[src/design/psd_pkg.sv]
// ----------------------------------------------------------------------------
// psd_pkg
// Widths, region codes and transaction types shared by the point to segment
// distance pipeline.
// ----------------------------------------------------------------------------
package psd_pkg;

    localparam int CW   = 32;          // coordinate width
    localparam int WW   = CW + 1;      // point minus start
    localparam int EW   = CW + 2;      // point minus end
    localparam int PW   = WW + CW;     // cross product terms
    localparam int DLW  = 2 * CW;      // squared segment length
    localparam int QW   = 2 * CW + 4;  // squared distance
    localparam int RW   = QW / 2;      // distance
    localparam int CRW  = PW;          // magnitude of cross product
    localparam int LOW  = CW + 1;      // low split of cross magnitude
    localparam int HIW  = CRW - LOW;   // high split of cross magnitude
    localparam int NW   = 2 * CRW;     // dividend

    localparam logic [1:0] REGION_ON     = 2'd0;
    localparam logic [1:0] REGION_BEFORE = 2'd1;
    localparam logic [1:0] REGION_BEYOND = 2'd2;

    typedef struct packed {
        logic [NW-1:0]  num;
        logic [DLW-1:0] den;
        logic [1:0]     region;
        logic           degen;
    } t_div_in_s;

    typedef struct packed {
        logic [QW-1:0] sq;
        logic [1:0]    region;
        logic          degen;
    } t_root_in_s;

    typedef struct packed {
        logic [RW-1:0] distance;
        logic [1:0]    region;
        logic          degen;
    } t_result_s;

endpackage

[src/design/psd_sqrt.sv]
// ----------------------------------------------------------------------------
// psd_sqrt
// Digit by digit integer square root, one result bit per pipeline stage.
// ----------------------------------------------------------------------------
module psd_sqrt (
    input  logic                i_clk,
    input  logic                i_rst_n,
    input  logic                i_en,
    input  logic                i_valid,
    input  psd_pkg::t_root_in_s i_data,
    output logic                o_valid,
    output psd_pkg::t_result_s  o_data
);

    localparam int QW = psd_pkg::QW;
    localparam int RW = psd_pkg::RW;

    logic [RW-1:0] r_v;
    logic [RW+1:0] r_rem    [RW];
    logic [RW-1:0] r_root   [RW];
    logic [QW-1:0] r_op     [RW];
    logic [1:0]    r_region [RW];
    logic          r_degen  [RW];

    logic          c_v      [RW+1];
    logic [RW+1:0] c_rem    [RW+1];
    logic [RW-1:0] c_root   [RW+1];
    logic [QW-1:0] c_op     [RW+1];
    logic [1:0]    c_region [RW+1];
    logic          c_degen  [RW+1];

    assign c_v[0]      = i_valid;
    assign c_rem[0]    = '0;
    assign c_root[0]   = '0;
    assign c_op[0]     = i_data.sq;
    assign c_region[0] = i_data.region;
    assign c_degen[0]  = i_data.degen;

    for (genvar k = 0; k < RW; k++) begin : g_stage
        logic [RW+3:0] w_t;
        logic [RW+3:0] w_trial;
        logic [RW+3:0] w_diff;
        logic          w_ge;

        assign w_t     = {c_rem[k], c_op[k][QW-1:QW-2]};
        assign w_trial = (RW+4)'({c_root[k], 2'b01});
        assign w_diff  = w_t - w_trial;
        assign w_ge    = (w_t >= w_trial);

        always_ff @(posedge i_clk) begin
            if (!i_rst_n) begin
                r_v[k] <= 1'b0;
            end else if (i_en) begin
                r_v[k] <= c_v[k];
            end
        end

        always_ff @(posedge i_clk) begin
            if (i_en) begin
                r_rem[k]    <= w_ge ? w_diff[RW+1:0] : w_t[RW+1:0];
                r_root[k]   <= {c_root[k][RW-2:0], w_ge};
                r_op[k]     <= {c_op[k][QW-3:0], 2'b00};
                r_region[k] <= c_region[k];
                r_degen[k]  <= c_degen[k];
            end
        end

        assign c_v[k+1]      = r_v[k];
        assign c_rem[k+1]    = r_rem[k];
        assign c_root[k+1]   = r_root[k];
        assign c_op[k+1]     = r_op[k];
        assign c_region[k+1] = r_region[k];
        assign c_degen[k+1]  = r_degen[k];
    end

    assign o_valid         = c_v[RW];
    assign o_data.distance = c_root[RW];
    assign o_data.region   = c_region[RW];
    assign o_data.degen    = c_degen[RW];

endmodule

[config.mk]
export PLATFORM = sky130hd
export DESIGN_NAME = psd_sqrt
export DESIGN_NICKNAME = d
export VERILOG_FILES = /design/src/design/psd_pkg.sv /design/src/design/psd_sqrt.sv
export SDC_FILE = /design/constraint.sdc
export NUM_CORES = 2
export LEC_CHECK = 0
export BUFFER_PORTS_ARGS = -buffer_cell sky130_fd_sc_hd__buf_2
export CAP_MARGIN = 5
export CORE_UTILIZATION = 30
export CTS_BUF_LIST = sky130_fd_sc_hd__clkbuf_4
export DETAILED_ROUTE_END_ITERATION = 10
export PLACE_DENSITY = 0.46
export SKIP_CTS_REPAIR_TIMING = 1
export SYNTH_ARGS = -nofsm -noshare
export SYNTH_HDL_FRONTEND = slang
export SYNTH_MEMORY_MAX_BITS = 65536
export SYNTH_SLANG_ARGS = --single-unit
export TNS_END_PERCENT = 50
[constraint.sdc]
create_clock -name i_clk -period 6.2 [get_ports i_clk]
set_clock_uncertainty 0.1 [all_clocks]
set_input_delay 1.24 -clock i_clk [delete_from_list [all_inputs] [get_ports i_clk]]
set_output_delay 1.24 -clock i_clk [all_outputs]
set_load 0.01 [all_outputs]
# == After elaboration in Yosys (flattened, before gate mapping) ==
# Memory sizes are Yosys's and may differ from the RTL's.
# Index checks and enable logic that the tools add are counted.
# word_totals
wordCells,143
ram_bits,4726
output_inout_bits,38
memories,5
regBits,34
# classes
mux,36
n_addsub,34
order_cmp,34
# mem_list
memory,depth,word_bits,rd,rd_ports_with_merged_regs,write_ports,line_no,source
r_op,34,66,33,0,34,psd_sqrt.sv:21,logic [QW-1:0] r_op [RW];
r_rem,34,36,33,0,34,psd_sqrt.sv:19,logic [RW+1:0] r_rem [RW];
r_root,34,34,34,0,34,psd_sqrt.sv:20,logic [RW-1:0] r_root [RW];
r_region,34,2,34,0,34,psd_sqrt.sv:22,logic [1:0] r_region [RW];
r_degen,34,1,34,0,34,psd_sqrt.sv:23,logic r_degen [RW];
# ops
op,count
>= comparator 38 x 36 -> 1 bit,33
two-way mux 36 bit,34
subtractor 36 bit,33
"subtractor 2 x 1 -> 3 bit, second input constant",1
">= comparator 2 x 1 -> 1 bit, second input constant",1
two-way mux 1 bit,2

# == Longest topological paths before layout ==
# An unclocked memory read counts as a cell.
# logic_depth
depth_word,3
depth_mapped,14
depth_no_buf,13

# == Worst setup path before layout ==
# OpenSTA, ideal clock, no wires.
# synth_timing
path_kind,flip-flop to flip-flop
from,memory r_rem[6][10] in the netlist's numbering
to,memory r_rem[7][31] in the netlist's numbering (data pin)
synth_period_minus_slack_ns,3.600
path_stages_with_launch,11
arrival_ns,3.234
t_required_ns,5.834
setup_slack_ns,2.600
setup_ns,0.266
cell_sequence,edfxtp_1 > or4_4 > or3_4 > or4_1 > o211ai_2 > or4_1 > buf_6 > or4b_1 > buf_6 > nor4_4 > xor2_1
# synth_rtl
element,line_no
"start, declared",psd_sqrt.sv:19

==> impl_metrics.py <==
metrics = {
    "logic_synthesis": {
        "synth_edf_count": 2954,
        "ys_warn_count": 0,
        "syn_area_mm2": 0.138,
        "async_flop_share_pct": 0,
        "ys_seq_area_share_pct": 64.6,
        "ys_types": 93,
        "synth_area_per_cell_um2": 12.9,
        "synth_area_leader_cell": "edfxtp_1",
        "synthFlopType": "edfxtp_1",
        "syn-instance-count": 10700,
        "synth.area.top_cells": "edfxtp_1 64%, ha_1 5.7%, xnor2_1 3.0%",
        "ys_ff_latch": 2988,
        "synth_top_area_share_pct": 64.2,
        "synthesis.nets": 11400,
    },
    "worst_setup_path": {
        "timing.rr.end": "r_rem[30][16]$_DFFE_PP_",
        "crit_path_cell_trace": "ha_1, a21oi_1, nor2b_1, a21oi_1, nor2_1, o32ai_1, a31oi_1, o21a_1, clkinv_1, buf_4, nor2_1, a21oi_1",
        "cp_common_cell": "a21oi_1",
        "cp_data_required_time_ps": 7380,
        "critPathLaunchType": "flip-flop",
        "endpoint_kind": "flip-flop",
        "critPathMaxStageDelay_ps": 940,
        "reg2reg_from": "r_rem[29][2]$_DFFE_PP_",
        "cp_max_fo": 24,
        "regToRegSetupSlack_ps": 1040,
        "critPathArrivalTime_ps": 6340,
        "path_class": "flip-flop to flip-flop",
        "reg2reg_depth": 12,
        "cpMaxStageDelayCell": "o21a_1",
    },
    "layout": {
        "post-route-util_pct": 34.4,
        "finalNetCount": 12300,
        "final_common_cell": "edfxtp_1",
        "drive_gt1_share_pct": 13.7,
        "final_cell_mix": "2,954 x edfxtp_1, 1,166 x clkbuf_4, 819 x inv_1",
        "syn2layout_area_growth_pct": 14.0,
    },
    "route": {
        "drc": 24,
        "wl_per_cell_um": 17.3,
        "firstDrtPassIters": 9,
        "drt_iter0_markers": 5400,
        "drt-total-wl_mm": 318,
        "vias_per_cell": 4.70,
        "vias": 86100,
        "drt.antenna.violating_nets": 0,
    },
    "sta": {
        "rsz0062_at_grt": "no",
        "setup_viol": 0,
        "max_freq_mhz": 194,
        "hold_viol_final": 0,
        "whs_ps": 222,
        "setup_tns_ps": 0,
        "period_minus_slack_ps": 5160,
        "final_max_slew_viol_count": 0,
        "tightest_slew_ps": 1220,
        "relSlewSlack_pct": 16.7,
        "min_period_over_period_pct": 83.2,
    },
    "run_status": {
        "violations": "design-rule violations",
        "status": "complete, but fails checks",
    },
    "floorplanning": {
        "die_h_um": 681,
        "io_pins": 113,
        "row_count": 248,
        "die_area_mm2": 0.464,
        "initial_core_util_pct": 30.2,
        "fp.dieW_um": 681,
        "coreArea_mm2": 0.458,
    },
    "job": {
        "drv_cap": 0,
    },
    "grt": {
        "grt_pass1_vias": 87800,
        "antenna_found_initial": 9,
        "gr-usage-all-layers_pct": 13.4,
        "grt_pass1_wl_mm": 495,
        "grt_overflow": 0,
        "grt_max_degree": 136,
    },
    "clock_tree": {
        "root_buffer": "clkbuf_4",
        "cts-buffers-inserted": 830,
        "clkLatencyLatePin_ps": 1630,
        "cts_sinks": 2988,
        "cts_buffer_depth": 4,
        "cts_tree": "built",
        "path_clk_slew_ps": 70,
        "htree_num_levels": 6,
    },
    "power": {
        "peakVddDrop_mv": 0.174,
        "pwr_density_cell_mw_per_mm2": 359,
        "p_leak_nw": 59.6,
    },
    "hold_path": {
        "min_path_cells": 2,
        "holdPathEnd": "r_op[0][35]$_DFFE_PP_",
        "hp-class": "primary input to flip-flop",
        "min_from": "i_data[38]",
    },
    "placement": {
        "gp_congestion": 0.849,
        "port_buffers": 112,
        "dp_hpwl_mm": 226,
    },
}
-- sequential cells by signal, indices dropped and copies added (netlist names) --
name and cells:
r_degen 34, r_root 595, r_op 1122, c_v 33
o_valid 1, r_rem 1135, r_region 68
-- critical path: cells and delay by family, from the launching register on --
kind,cells,cell delay [ps]
AO/OA/AOI/OAI,6,2160
adder cells (fa/ha/maj),1,350
buffers and inverters,2,1270
flip-flops,1,400
AND/OR/NAND/NOR,3,560
-- Yosys cell counts (all sizes together), types with 17 or more instances --
cell     instances
a31oi           65
or4             73
edfxtp        2954
nand2b         119
and2            29
buf             56
o211ai          47
nor3           270
nand3          176
a211oi          52
mux2i           46
o41ai           17
nand2          690
nor4b           19
a2111oi         18
o21bai          63
ha             632
or2             60
xor2           469
nor3b           27
a21oi          721
inv            822
a21boi          38
nor2b          126
o21a           135
xnor2          479
clkbuf         199
dfxtp           34
nand4          112
o31ai           83
mux2            73
o21ai          530
nor2           644
or3            122
nand3b          26
nor4           153
and3            60
o2111ai         18
a21o           234
-- metal layers --
metal  track usage [%]  wire length (um)  vias up
met3              2.40             14200      756
met5                 0                27        -
met2              22.9            155000     2017
met1              16.5            137000    41400
li1                  -                 -    41900
met4              5.68             12100        4
-- cell type report --
type / instances / area (um2)
antenna: 9 / 22.5
clock buffer: 1166 / 8750
clock inverter: 311 / 1640
fill: 45100 / 300000
inverter: 824 / 3090
multi-input combinational: 6630 / 44800
sequential: 2988 / 89400
tap: 6125 / 7660
timing repair buffer: 277 / 2290
-- cell families after synthesis --
| group | after synthesis | synth area share, % |
|---|---|---|
| other | 1 | 0.00271 |
| buffers and inverters | 1079 | 3.04 |
| DFF | 2988 | 64.6 |
| xor gates and xnor gates | 948 | 6.00 |
| AOI/OAI and AO/OA | 2174 | 9.72 |
| adders and majority gates | 632 | 5.72 |
| muxes | 119 | 0.928 |
| and+or+nand+nor | 2756 | 9.94 |
-- how the worst max path moves through the flow --
stage	startpoint	to	slack (ps)	cells after the start
floorplan	r_rem[6][10]$_DFFE_PP_	r_rem[7][31]$_DFFE_PP_	2600	10
CTS	r_rem[29][2]$_DFFE_PP_	r_rem[30][16]$_DFFE_PP_	1010	12
finish	r_rem[29][2]$_DFFE_PP_	r_rem[30][16]$_DFFE_PP_	1040	12
global placement	r_rem[29][2]$_DFFE_PP_	r_rem[30][3]$_DFFE_PP_	1060	12
detailed placement	r_rem[29][2]$_DFFE_PP_	r_rem[30][16]$_DFFE_PP_	1060	12
global route	r_rem[29][11]$_DFFE_PP_	r_rem[30][16]$_DFFE_PP_	610	11
-- metrics by stage --
stage	worst slack (ps)	area, um2	power, mW	cells
6_report	1040	158000	56.5	18300
5_1_grt	614	158000	60.1	18300
4_1_cts	1010	157000	57.7	18200
3_5_place_dp	1060	146000	39.4	16800
3_3_place_gp	1060	146000	39.3	16800
2_1_floorplan	2600	138000	35.3	10700
-- report_power, final --
group	switching [mW]	leakage (nW)	internal, mW	total [mW]
clock	8.58	6.17	8.97	17.6
combinational	7.00	24.7	4.82	11.8
sequential	1.71	28.7	25.4	27.1
total	17.3	59.6	39.2	56.5
(Power assumes the default switching activity.)
